--- src/sv/bba_pkg.sv ---
// Shared types and command/status codes for the bitmap bit allocator.
package bba_pkg;

  // Width of the bits-in-use register
  localparam int CFG_W = 11;

  // Command codes
  localparam logic [3:0] CMD_TEST     = 4'd0;
  localparam logic [3:0] CMD_SET      = 4'd1;
  localparam logic [3:0] CMD_CLEAR    = 4'd2;
  localparam logic [3:0] CMD_TOGGLE   = 4'd3;
  localparam logic [3:0] CMD_T0_SET   = 4'd4;
  localparam logic [3:0] CMD_T1_CLEAR = 4'd5;
  localparam logic [3:0] CMD_FFS_CLR  = 4'd6;
  localparam logic [3:0] CMD_FLS_CLR  = 4'd7;
  localparam logic [3:0] CMD_FFZ_SET  = 4'd8;
  localparam logic [3:0] CMD_FLZ_SET  = 4'd9;

  // Status codes
  localparam logic [1:0] STAT_OK      = 2'd0;
  localparam logic [1:0] STAT_REFUSED = 2'd1;
  localparam logic [1:0] STAT_NONE    = 2'd2;
  localparam logic [1:0] STAT_RANGE   = 2'd3;

  typedef enum logic {
    ST_IDLE,
    ST_SCAN
  } state_e;

  typedef struct packed {
    logic [3:0] cmd;
    logic [9:0] bit_index;
  } item_t;

  typedef struct packed {
    logic       bit_was_set;
    logic [9:0] position;
    logic [1:0] status;
  } result_t;

endpackage

--- src/sv/bba_find_unit.sv ---
// Find-first / find-last set bit of one bitmap word.
module bba_find_unit #(
  parameter int WORD_BITS = 64
) (
  input  logic [WORD_BITS-1:0]         word_i,
  input  logic                         from_top_i,
  output logic                         found_o,
  output logic [$clog2(WORD_BITS)-1:0] index_o
);
  import bba_pkg::*;

  localparam int BI = $clog2(WORD_BITS);

  logic [WORD_BITS-1:0] rev;
  logic [WORD_BITS-1:0] sel;
  logic [WORD_BITS-1:0] iso;
  logic [BI-1:0]        enc;

  // Bit-reverse so that the highest set bit becomes the lowest
  always_comb begin
    for (int b = 0; b < WORD_BITS; b++) begin
      rev[b] = word_i[WORD_BITS-1-b];
    end
  end

  // Isolate lowest set bit (x & -x)
  assign sel = from_top_i ? rev : word_i;
  assign iso = sel & (~sel + WORD_BITS'(1));

  // One-hot to binary
  always_comb begin
    enc = '0;
    for (int b = 0; b < WORD_BITS; b++) begin
      enc = enc | (iso[b] ? BI'(b) : '0);
    end
  end

  assign found_o = |word_i;
  assign index_o = from_top_i ? (BI'(WORD_BITS - 1) - enc) : enc;

endmodule

--- src/sv/bitmap_bit_allocator_unit.sv ---
// Top level: bitmap bit allocator with word-serial scan sequencer.
//
//  channel  | handshake                  | payload
//  ---------+----------------------------+------------------------------
//  command  | start / busy               | item_i   (cmd, bit_index)
//  result   | done_o strobe, one cycle   | result_o (bit_was_set, position, status)
//  config   | cfg_valid_i / cfg_ready_o  | cfg_data_i (bits_in_use)
//
// An accepted command that fails its range check or is an undefined code
// completes without a scan; otherwise the sequencer reads one bitmap word
// per cycle through the single memory read port and checks it in the next
// cycle in the shared word finder.
// busy is high from the cycle after a scanning command is accepted until the result strobe.
// cfg_ready_o is high only while idle with no command being taken.
// Reset clears the per-word valid bits, so the bitmap reads as all zeros
// with no clearing pass; bits_in_use resets to 1024.
// The receiver cannot stall; done_o pulses for exactly one cycle.
module bitmap_bit_allocator_unit #(
  parameter int WORD_BITS = 64,
  parameter int MAP_WORDS = 16
) (
  input  logic                     clk_i,
  input  logic                     rst_ni,
  input  logic                     start,
  output logic                     busy,
  input  bba_pkg::item_t           item_i,
  output logic                     done_o,
  output bba_pkg::result_t         result_o,
  input  logic                     cfg_valid_i,
  output logic                     cfg_ready_o,
  input  logic [bba_pkg::CFG_W-1:0] cfg_data_i
);
  import bba_pkg::*;

  localparam int TOTAL_BITS = WORD_BITS * MAP_WORDS;
  localparam int BW         = $clog2(TOTAL_BITS + 1);
  localparam int CW         = ((BW > CFG_W) ? BW : CFG_W) + 1;
  localparam int BI         = $clog2(WORD_BITS);
  localparam int AW         = (MAP_WORDS > 1) ? $clog2(MAP_WORDS) : 1;
  localparam int CNT_W      = $clog2(MAP_WORDS + 1);
  localparam logic [AW-1:0] LAST_ADDR = AW'(MAP_WORDS - 1);
  localparam logic [CW-1:0] TOP_BASE  = CW'((MAP_WORDS - 1) * WORD_BITS);

  // Storage
  logic [WORD_BITS-1:0] mem_q [MAP_WORDS];
  logic [MAP_WORDS-1:0] vld_q;
  logic [WORD_BITS-1:0] rdata_q;
  logic                 dwv_q;

  // Control and datapath registers
  state_e           state_q, state_d;
  logic [3:0]       cmd_q, cmd_d;
  logic [9:0]       idx_q, idx_d;
  logic [CNT_W-1:0] cnt_q, cnt_d;
  logic [CW-1:0]    ibase_q, ibase_d;
  logic             dvld_q, dvld_d;
  logic [AW-1:0]    dptr_q, dptr_d;
  logic [CW-1:0]    dbase_q, dbase_d;
  logic             done_q, done_d;
  result_t          res_q, res_d;
  logic [CFG_W-1:0] bits_q;

  // Combinational helpers
  logic [CW-1:0]        n_w;
  logic                 is_addr, want_set, from_top;
  logic                 in_addr, in_top;
  logic                 issue;
  logic [AW-1:0]        raddr;
  logic [WORD_BITS-1:0] word_w;
  logic [CW-1:0]        off;
  logic                 hit_a;
  logic [BI-1:0]        bsel;
  logic                 old_bit;
  logic [CW-1:0]        rem;
  logic [WORD_BITS-1:0] mask;
  logic [WORD_BITS-1:0] cand;
  logic                 f_found;
  logic [BI-1:0]        f_idx;
  logic [CW-1:0]        pos_full;
  logic                 last_word;
  logic                 fin;
  logic                 mem_we;
  logic [BI-1:0]        wbit;
  logic                 wval;
  logic [WORD_BITS-1:0] wdata;
  logic                 refused;

  // Effective number of bits in use, saturated to capacity
  assign n_w = (CW'(bits_q) > CW'(TOTAL_BITS)) ? CW'(TOTAL_BITS) : CW'(bits_q);

  // Command decode for the held and the incoming transaction
  assign is_addr  = (cmd_q <= CMD_T1_CLEAR);
  assign want_set = (cmd_q == CMD_FFS_CLR) || (cmd_q == CMD_FLS_CLR);
  assign from_top = (cmd_q == CMD_FLS_CLR) || (cmd_q == CMD_FLZ_SET);
  assign in_addr  = (item_i.cmd <= CMD_T1_CLEAR);
  assign in_top   = (item_i.cmd == CMD_FLS_CLR) || (item_i.cmd == CMD_FLZ_SET);

  // Read address: upward from word 0, or downward from the top word
  assign raddr = from_top ? (LAST_ADDR - cnt_q[AW-1:0]) : cnt_q[AW-1:0];

  // Examine stage: word read last cycle, unwritten words read as zero
  assign word_w = dwv_q ? rdata_q : '0;

  // Addressed bit: offset of bit_index within the examined word
  assign off     = CW'(idx_q) - dbase_q;
  assign hit_a   = !off[CW-1] && (off < CW'(WORD_BITS));
  assign bsel    = off[BI-1:0];
  assign old_bit = word_w[bsel];

  // Search: mask off bits at or beyond the bits in use
  assign rem = n_w - dbase_q;
  always_comb begin
    for (int b = 0; b < WORD_BITS; b++) begin
      mask[b] = !rem[CW-1] && (rem > CW'(b));
    end
  end
  assign cand = (want_set ? word_w : ~word_w) & mask;

  bba_find_unit #(
    .WORD_BITS (WORD_BITS)
  ) u_find (
    .word_i     (cand),
    .from_top_i (from_top),
    .found_o    (f_found),
    .index_o    (f_idx)
  );

  assign pos_full  = dbase_q + CW'(f_idx);
  assign last_word = (cnt_q == CNT_W'(MAP_WORDS));

  // Modify decision for the examined word
  always_comb begin
    fin     = 1'b0;
    mem_we  = 1'b0;
    refused = 1'b0;
    wbit    = bsel;
    wval    = 1'b0;
    if (state_q == ST_SCAN && dvld_q) begin
      if (is_addr) begin
        fin = hit_a || last_word;
        case (cmd_q)
          CMD_SET:      wval = 1'b1;
          CMD_CLEAR:    wval = 1'b0;
          CMD_TOGGLE:   wval = !old_bit;
          CMD_T0_SET: begin
            wval    = 1'b1;
            refused = old_bit;
          end
          CMD_T1_CLEAR: begin
            wval    = 1'b0;
            refused = !old_bit;
          end
          default:      wval = old_bit;
        endcase
        mem_we = hit_a && (cmd_q != CMD_TEST) && !refused;
      end else begin
        fin    = f_found || last_word;
        wbit   = f_idx;
        wval   = !want_set;
        mem_we = f_found;
      end
    end
  end

  always_comb begin
    wdata       = word_w;
    wdata[wbit] = wval;
  end

  // Sequencer
  always_comb begin
    state_d = state_q;
    cmd_d   = cmd_q;
    idx_d   = idx_q;
    cnt_d   = cnt_q;
    ibase_d = ibase_q;
    dvld_d  = 1'b0;
    dptr_d  = dptr_q;
    dbase_d = dbase_q;
    done_d  = 1'b0;
    res_d   = res_q;
    issue   = 1'b0;
    case (state_q)
      ST_IDLE: begin
        if (start) begin
          cmd_d   = item_i.cmd;
          idx_d   = item_i.bit_index;
          cnt_d   = '0;
          ibase_d = in_top ? TOP_BASE : '0;
          res_d   = '{bit_was_set: 1'b0, position: '0, status: STAT_OK};
          if (item_i.cmd > CMD_FLZ_SET) begin
            // undefined code: no effect
            done_d = 1'b1;
          end else if (in_addr && (CW'(item_i.bit_index) >= n_w)) begin
            done_d       = 1'b1;
            res_d.status = STAT_RANGE;
          end else begin
            state_d = ST_SCAN;
          end
        end
      end
      ST_SCAN: begin
        if (fin) begin
          state_d = ST_IDLE;
          done_d  = 1'b1;
          res_d   = '{bit_was_set: 1'b0, position: '0, status: STAT_OK};
          if (is_addr) begin
            res_d.bit_was_set = old_bit;
            if (refused) begin
              res_d.status = STAT_REFUSED;
            end
          end else if (f_found) begin
            res_d.position = pos_full[9:0];
          end else begin
            res_d.status = STAT_NONE;
          end
        end else if (!last_word) begin
          issue   = 1'b1;
          cnt_d   = cnt_q + CNT_W'(1);
          ibase_d = from_top ? (ibase_q - CW'(WORD_BITS)) : (ibase_q + CW'(WORD_BITS));
          dvld_d  = 1'b1;
          dptr_d  = raddr;
          dbase_d = ibase_q;
        end
      end
      default: state_d = ST_IDLE;
    endcase
  end

  // Control registers
  always_ff @(posedge clk_i or negedge rst_ni) begin
    if (!rst_ni) begin
      state_q <= ST_IDLE;
      dvld_q  <= 1'b0;
      done_q  <= 1'b0;
      dwv_q   <= 1'b0;
      vld_q   <= '0;
      bits_q  <= CFG_W'(1024);
    end else begin
      state_q <= state_d;
      dvld_q  <= dvld_d;
      done_q  <= done_d;
      if (issue) begin
        dwv_q <= vld_q[raddr];
      end
      if (mem_we) begin
        vld_q[dptr_q] <= 1'b1;
      end
      if (cfg_valid_i && cfg_ready_o) begin
        bits_q <= cfg_data_i;
      end
    end
  end

  // Payload registers
  always_ff @(posedge clk_i) begin
    cmd_q   <= cmd_d;
    idx_q   <= idx_d;
    cnt_q   <= cnt_d;
    ibase_q <= ibase_d;
    dptr_q  <= dptr_d;
    dbase_q <= dbase_d;
    res_q   <= res_d;
  end

  // Bitmap memory: one write and one registered read per cycle
  always_ff @(posedge clk_i) begin
    if (mem_we) begin
      mem_q[dptr_q] <= wdata;
    end
    if (issue) begin
      rdata_q <= mem_q[raddr];
    end
  end

  // Outputs; a config write never lands on the edge that takes a command
  assign busy        = (state_q != ST_IDLE);
  assign cfg_ready_o = (state_q == ST_IDLE) && !start;
  assign done_o      = done_q;
  assign result_o    = res_q;

  // Checks
  a_undef_quick: assert property (@(posedge clk_i) disable iff (!rst_ni)
    (start && !busy && item_i.cmd > CMD_FLZ_SET) |=> done_o)
    else $error("undefined command did not complete in one cycle");

  a_write_in_scan: assert property (@(posedge clk_i) disable iff (!rst_ni)
    mem_we |-> (state_q == ST_SCAN && fin))
    else $error("bitmap write outside a finishing scan cycle");

  a_range_result: assert property (@(posedge clk_i) disable iff (!rst_ni)
    (done_o && result_o.status == STAT_RANGE) |->
      (!result_o.bit_was_set && result_o.position == '0))
    else $error("out-of-range result carries data");

  a_pipe_in_scan: assert property (@(posedge clk_i) disable iff (!rst_ni)
    dvld_q |-> (state_q == ST_SCAN && $past(state_q) == ST_SCAN || $past(issue)))
    else $error("examine stage valid outside a scan");

endmodule

--- config.mk ---
export PLATFORM = sky130hd
export DESIGN_NAME = bitmap_bit_allocator_unit
export DESIGN_NICKNAME = d
export VERILOG_FILES = /design/src/sv/bba_pkg.sv /design/src/sv/bba_find_unit.sv /design/src/sv/bitmap_bit_allocator_unit.sv
export SDC_FILE = /design/constraint.sdc
export NUM_CORES = 2
export LEC_CHECK = 0
export ABC_AREA = 1
export ABC_CLOCK_PERIOD_IN_PS = 9000
export BUFFER_PORTS_ARGS = -buffer_cell sky130_fd_sc_hd__buf_2
export CORE_ASPECT_RATIO = 0.8
export CORE_MARGIN = 2
export CORE_UTILIZATION = 64
export DETAILED_ROUTE_END_ITERATION = 10
export PLACE_DENSITY = 0.8
export SYNTH_ARGS = -nofsm -noshare
export SYNTH_HDL_FRONTEND = slang
export SYNTH_SLANG_ARGS = --single-unit
--- constraint.sdc ---
create_clock -name clk_i -period 9 [get_ports clk_i]
set_input_delay 0 -clock clk_i [delete_from_list [all_inputs] [get_ports clk_i]]
set_output_delay 0 -clock clk_i [all_outputs]
set_load 0.005 [all_outputs]
== Yosys cells after proc, flatten, opt, wreduce, memory -nomap -nowiden ==
Memory sizes are Yosys's and may differ from the RTL's. A register that Yosys moved wholly into a read port is not among the register bits.
Cells that the tools add are included.
Operators by class
  $lt $le $gt $ge: 76
  reduce and logical (&&, ||, !) cells: 92
  bitwise operators: 70
  eq/ne operators: 15
  add/sub/neg operators: 9
  multiplexer cells: 128
Operators by type and width (count)
  $gt 12x6->1 const B: 32
  $or 6x6->6: 62
  $mux 6: 35
  $gt 12x5->1 const B: 16
  $mux 64: 3
  $and 64x64->64: 2
  $not 64->64: 2
  $gt 12x4->1 const B: 8
  $mux 5: 19
  $logic_and 1x1->1: 73
  $add 64x1->64 const B: 1
  $bwmux 64: 1
  $reduce_or 64->1: 1
  $gt 12x3->1 const B: 4
  $mux 12: 4
  $mux 4: 9
  $mux 1: 30
  $mux 10: 3
  $mux 13: 2
  $pmux 13 s2: 1
  $gt 12x1->1 const B: 2
  $gt 12x2->1 const B: 2
  $pmux 12 s2: 1
  $eq 4x3->1 const B: 5
  other kinds (41): 72
Storage, ports and cells
  memories kept: 1
  memory bits (writable): 1024
  flip-flop bits (word level): 91
  logic and storage cells: 406
  output and inout port bits: 16
  bits of input ports: 29
Memories
  mem_q: words 16, width 64, rd ports 1, clocked after memory_dff 1, wr ports 1, line bitmap_bit_allocator_unit.sv:45  | logic [WORD_BITS-1:0] mem_q [MAP_WORDS];

== Longest topological paths before layout ==
  depth after elaboration: 82
  depth in mapped cells: 44
  gate-level depth less buffers: 41

== Modules after synthesis ==
From an unflattened synthesis, not the netlist that was laid out.
Second synthesis, totals
  cells, all modules: 5182
  area total of the unflattened synthesis: 54912.7 um^2
Modules (own cells, without submodules)
  bitmap_bit_allocator_unit: cells an instance 4181, area an instance 50514.7 um^2, sequential area each 34889.7 um^2, times used 1
  bba_find_unit: cells an instance 1001, area an instance 4398.0 um^2, sequential area each 0.0 um^2, times used 1

== Worst setup path before layout ==
OpenSTA, ideal clock, no wires.
  path type: register to register
  start: reg bits_q[1]
  end: mem mem_q[0][0] (enable)
  library setup time: 487 ps
  clock period less this slack: 6789 ps
  data arrival time: 6302 ps
  path slack: 2211 ps
  stages on the path, launching flop included: 28
  buffers on the path: 3
  required time: 8513 ps
  cell sequence: dfrtp_1 -> buf_2 -> nor2_1 -> nand2_1 -> o21bai_4 -> buf_4 -> nand2_1 -> inv_1 -> ha_1 -> nand2_4 -> nand3_1 -> nand2_1 -> nand2_2 -> nor2_8 -> nand3_4 -> nor2_2 -> buf_4 -> nand2_1 -> nand2_1 -> nand2_1 -> nand4_1 -> or4_1 -> nor2_1 -> nand2_1 -> nand2_1 -> a21oi_1 -> nand3_1 -> nor2_1
On the way
  cells in the longest elaborated chain, start to end: 11
  elaborated cells between the ends (all ways): 138
  those cells by class: add/sub: 1; order compare: 65; mux: 5; bitwise: 1; reduce/logical: 66
RTL lines
  start, declared: line bitmap_bit_allocator_unit.sv:61  | logic [CFG_W-1:0] bits_q;
  start signal, assigned: line bitmap_bit_allocator_unit.sv:250  | bits_q <= cfg_data_i;
  $gt 11x11->1: line bitmap_bit_allocator_unit.sv:89  | assign n_w = (CW'(bits_q) > CW'(TOTAL_BITS)) ? CW'(TOTAL_BITS) : CW'(bits_q);
  $mux 11 (*): line bitmap_bit_allocator_unit.sv:89
  $sub 11x12->12 (*): line bitmap_bit_allocator_unit.sv:111  | assign rem = n_w - dbase_q;
  $gt 12x1->1, or another cell as far along: line bitmap_bit_allocator_unit.sv:114  | mask[b] = !rem[CW-1] && (rem > CW'(b));
  $logic_and 1x1->1: line bitmap_bit_allocator_unit.sv:114
  $and 64x64->64 (*): line bitmap_bit_allocator_unit.sv:117  | assign cand = (want_set ? word_w : ~word_w) & mask;
  $reduce_or 64->1 (*): line bba_find_unit.sv:38  | assign found_o = |word_i;
  $mux 1 (*): line bitmap_bit_allocator_unit.sv:139  | if (is_addr) begin
  $mux 1 (*): line bitmap_bit_allocator_unit.sv:138  | if (state_q == ST_SCAN && dvld_q) begin
  $mux 1 (*): line bitmap_bit_allocator_unit.sv:268  | if (mem_we) begin
  $mux 1 (implied by the code) (*): line bitmap_bit_allocator_unit.sv:269  | mem_q[dptr_q] <= wdata;
  end, declared: line bitmap_bit_allocator_unit.sv:45
Every way passes the cells marked *; elsewhere a longest branch is shown, timed or not.

== Final worst setup path ==
  start: reg bits_q[1]
  end: mem mem_q[1][35], data pin
On the way
  cells in the longest elaborated chain, start to end: 82
  elaborated cells between the ends (all ways): 272
  those cells by class: add/sub: 3; order compare: 67; mux: 71; bitwise: 65; reduce/logical: 66
RTL lines
  $gt 11x11->1: line bitmap_bit_allocator_unit.sv:89
  $mux 11 (*): line bitmap_bit_allocator_unit.sv:89
  $sub 11x12->12 (*): line bitmap_bit_allocator_unit.sv:111
  $gt 12x1->1, or another cell as far along: line bitmap_bit_allocator_unit.sv:114
  $logic_and 1x1->1: line bitmap_bit_allocator_unit.sv:114
  $and 64x64->64 (*): line bitmap_bit_allocator_unit.sv:117
  $mux 64 (*): line bba_find_unit.sv:27  | assign sel = from_top_i ? rev : word_i;
  $not 64->64: line bba_find_unit.sv:28  | assign iso = sel & (~sel + WORD_BITS'(1));
  (+67 left out)
  $mux 6 (*): line bitmap_bit_allocator_unit.sv:139
  $mux 6 (*): line bitmap_bit_allocator_unit.sv:138
  $lt 6x7->1 (implied by the code) or $ge 6x1->1 (tied branches): line bitmap_bit_allocator_unit.sv:167  | wdata[wbit] = wval;
  $logic_and 1x1->1 (implied by the code): line bitmap_bit_allocator_unit.sv:167
  $mux 1 (implied by the code): line bitmap_bit_allocator_unit.sv:167
  $demux 1 s6 (*): line bitmap_bit_allocator_unit.sv:167
  $bwmux 64 (*): line bitmap_bit_allocator_unit.sv:167
  named net wdata[35]: line bitmap_bit_allocator_unit.sv:85  | logic [WORD_BITS-1:0] wdata;
Mark *: on every way through the listed nets, which the timed path passes. The rest lies on a longest branch.

==> flow_metrics.env <==
export IMPL_outcome="finished, final reports clean"
export IMPL_grt_usage=0.376
export IMPL_cts_tree="built"
export IMPL_irDropWorstVdd_mv=0.506
export IMPL_wire_per_inst_um=26.4
export IMPL_setup_violations=0
export IMPL_yosys_area_share_adder=0.00636
export IMPL_dp_cells=6056
export IMPL_worstPathRequired_ps=9280
export IMPL_whs_endpoint="bits_q[1]$_DFFE_PN0P_"
export IMPL_finalClockSkew_ps=61.8
export IMPL_cp_arrival_ps=8030
export IMPL_synth_flop_cell="edfxtp_1"
export IMPL_async_reset_ff_frac=0.0266
export IMPL_min_path_type="in -> reg"
export IMPL_grt_pass1_vias=38517
export IMPL_critPathLaunchType="flop"
export IMPL_final_cells=6272
export IMPL_die_width_um=330
export IMPL_synth_area_um2=54300
export IMPL_grt_max_degree=170
export IMPL_area_delta_synth_final_pct=8.85
export IMPL_port_buffers=44
export IMPL_fin_area_um2=59100
export IMPL_power_density_nw_per_um2=401
export IMPL_syn_avg_cell_area_um2=10.6
export IMPL_io_pins=45
export IMPL_drv_slew=0
export IMPL_numCtsBuffers=104
export IMPL_cts_sinks=1167
export IMPL_synth_compound_area_share=0.101
export IMPL_path_common_cell="nand2_1"
export IMPL_rr_endpoint="mem_q[1][35]$_DFFE_PP_"
export IMPL_synth_top_family_by_area="simple AND/OR/NAND/NOR gates"
export IMPL_r2r_slack_ps=1250
export IMPL_worstReg2RegStart="bits_q[1]$_DFFE_PN0P_"
export IMPL_drc=0
export IMPL_fin_nets=5134
export IMPL_muxShareOfSynthArea=0.0246
export IMPL_start_util=0.647
export IMPL_synth_cell_types=57
export IMPL_worstHoldStart="cfg_valid_i"
export IMPL_yosys_area_share_simple=0.182
export IMPL_vias_per_cell=6.69
export IMPL_dp_hpwl_um=101000
export IMPL_placed_area_um2=55600
export IMPL_seq_area_frac_synth=0.642
export IMPL_die_height_um=265
export IMPL_worstPathMaxFanout=16
export IMPL_root_buffer="clkbuf_16"
export IMPL_syn_nets=5182
export IMPL_yosysWarnings=0
export IMPL_synth_xor_area_frac=0.00532
export IMPL_syn_inst=5126
export IMPL_routabilityCongestion=1.09
export IMPL_fin_crit_sh=0.861
export IMPL_num_vias=41957
export IMPL_grt_pass1_wl_um=243000
export IMPL_htree_levels=3
export IMPL_final_cell_mix="edfxtp_1 (1136), nor2_1 (895), nand2_1 (798), o21ai_0 (556), nand3_1 (290)"
export IMPL_worst_slew_pin_slew_ps=1240
export IMPL_fmax_mhz=129
export IMPL_postCtsSetupBuffers=0
export IMPL_drive_gt1_frac=0.0787
export IMPL_cts_buffer_depth=3
export IMPL_critPathKind="reg -> reg"
export IMPL_end_kind="flop"
export IMPL_ys_ff_latch=1167
export IMPL_setup_tns_ps=0
export IMPL_antenna_found_initial=2
export IMPL_rr_worst_depth=39
export IMPL_synth_edf_count=1136
export IMPL_ant_nets=0
export IMPL_routed_wl_um=166000
export IMPL_clkSlewWorstSetupHoldPaths_ps=60
export IMPL_cts_resized=0
export IMPL_hold_viol=0
export IMPL_first_pass_iters=9
export IMPL_min_period_ps=7750
export IMPL_rsz0062_at_grt="no"
export IMPL_core_area_um2=84000
export IMPL_leakagePower_nw=21.6
export IMPL_p_total_mw=23.7
export IMPL_drtIter0Drc=7561
export IMPL_grt_overflow_total=0
export IMPL_whs_path_depth=3
export IMPL_cpPeakStageDelay_ps=860
export IMPL_die_area_um2=87300
export IMPL_layout_commonest_cell="edfxtp_1"
export IMPL_rows=95
export IMPL_crit_slowest_cell="nor2_1"
export IMPL_slew_headroom=0.171
export IMPL_insertion_delay_ps=710
export IMPL_maxCapViolCount=0
-- through the flow --
stage | setup WS [ps] | util | hold WS (ps)
floorplan | 2210 | - | -296
global placement | 1800 | 0.662 | 104
detailed placement | 1660 | 0.662 | 121
CTS | 1620 | 0.704 | 1.08
global route | 847 | 0.704 | 60.7
finish | 1250 | 0.704 | 43.6
-- worst max-delay path by stage --
stage                                      from                 endpoint  slack [ps]
after CTS                 bits_q[1]$_DFFE_PN0P_   mem_q[1][35]$_DFFE_PP_        1620
after floorplan           bits_q[1]$_DFFE_PN0P_    mem_q[0][0]$_DFFE_PP_        2210
after global routing      bits_q[1]$_DFFE_PN0P_   mem_q[0][35]$_DFFE_PP_         850
after global placement    bits_q[1]$_DFFE_PN0P_  mem_q[11][49]$_DFFE_PP_        1800
after detailed placement  bits_q[1]$_DFFE_PN0P_  mem_q[10][51]$_DFFE_PP_        1660
final                     bits_q[1]$_DFFE_PN0P_   mem_q[1][35]$_DFFE_PP_        1250
-- logic make-up after synthesis --
kind of cell / after synthesis
AOI/OAI and AO/OA: 935
xor gates and xnor gates: 33
adders and majority gates: 27
buffers and inverters: 537
DFF: 1167
muxes: 133
and+or+nand+nor: 2294
-- cell usage after synthesis (25+ instances only) --
cell / count / share of area
mux2i_1: 128 / 0.024
ha_1: 26 / 0.0060
nor2_1: 911 / 0.063
nand2_2: 27 / 0.0031
a21oi_1: 69 / 0.0064
o22ai_1: 126 / 0.015
clkbuf_1: 214 / 0.015
inv_1: 225 / 0.016
buf_1: 37 / 0.0026
dfrtp_1: 30 / 0.014
o221ai_1: 71 / 0.011
o32ai_1: 69 / 0.011
nand3_1: 290 / 0.027
o21ai_0: 556 / 0.051
o211ai_1: 25 / 0.0035
nor3_1: 74 / 0.0068
nand2_1: 801 / 0.055
nand4_1: 93 / 0.011
edfxtp_1: 1136 / 0.63
xor2_1: 28 / 0.0045
buf_2: 26 / 0.0024
-- cell type report --
class	instances	area, um^2
Sequential cell	1167	34900
Fill cell	5801	24900
Multi-Input combinational cell	3422	17500
Clock buffer	128	2760
Tap cell	1115	1400
Timing Repair Buffer	138	1200
Inverter	245	946
Clock inverter	56	458
Antenna cell	1	2.50
-- sequential cells by signal (all words and copies together) (netlist names) --
name / count
vld_q: 16
dbase_q: 6
dptr_q: 4
cnt_q: 5
rdata_q: 64
mem_q: 1024
result_o: 13
dwv_q: 1
dvld_q: 1
ibase_q: 6
idx_q: 10
bits_q: 11
done_o: 1
cmd_q: 4
busy: 1
-- per-layer routing --
metal  vias up  global-route usage  wire length (um)
met4         2               0.146              7140
met2      3249               0.542             70900
met5         -                   0                 8
li1      18210                   -                 -
met1     19952               0.557             64300
met3       544              0.0889             23300
-- repair_timing --
item	4_1_cts	5_1_grt
hold buffers	31	0
setup endpoints to repair	0	0
hold endpoints to repair	76	0
-- critical path: cells and delay by family, from the launching register on --
| family | cells | cell delay, ps |
|---|---|---|
| and+or+nand+nor | 31 | 5370 |
| adders and majority gates | 1 | 330 |
| DFF | 1 | 490 |
| buffers and inverters | 6 | 730 |
| AOI/OAI and AO/OA | 1 | 380 |
-- where the power goes --
| part | switching (mW) | internal, mW |
|---|---|---|
| sequential | 0.316 | 7.51 |
| clock | 1.95 | 2.30 |
| combinational | 8.87 | 2.80 |
Power figures use the tool's default switching activity.
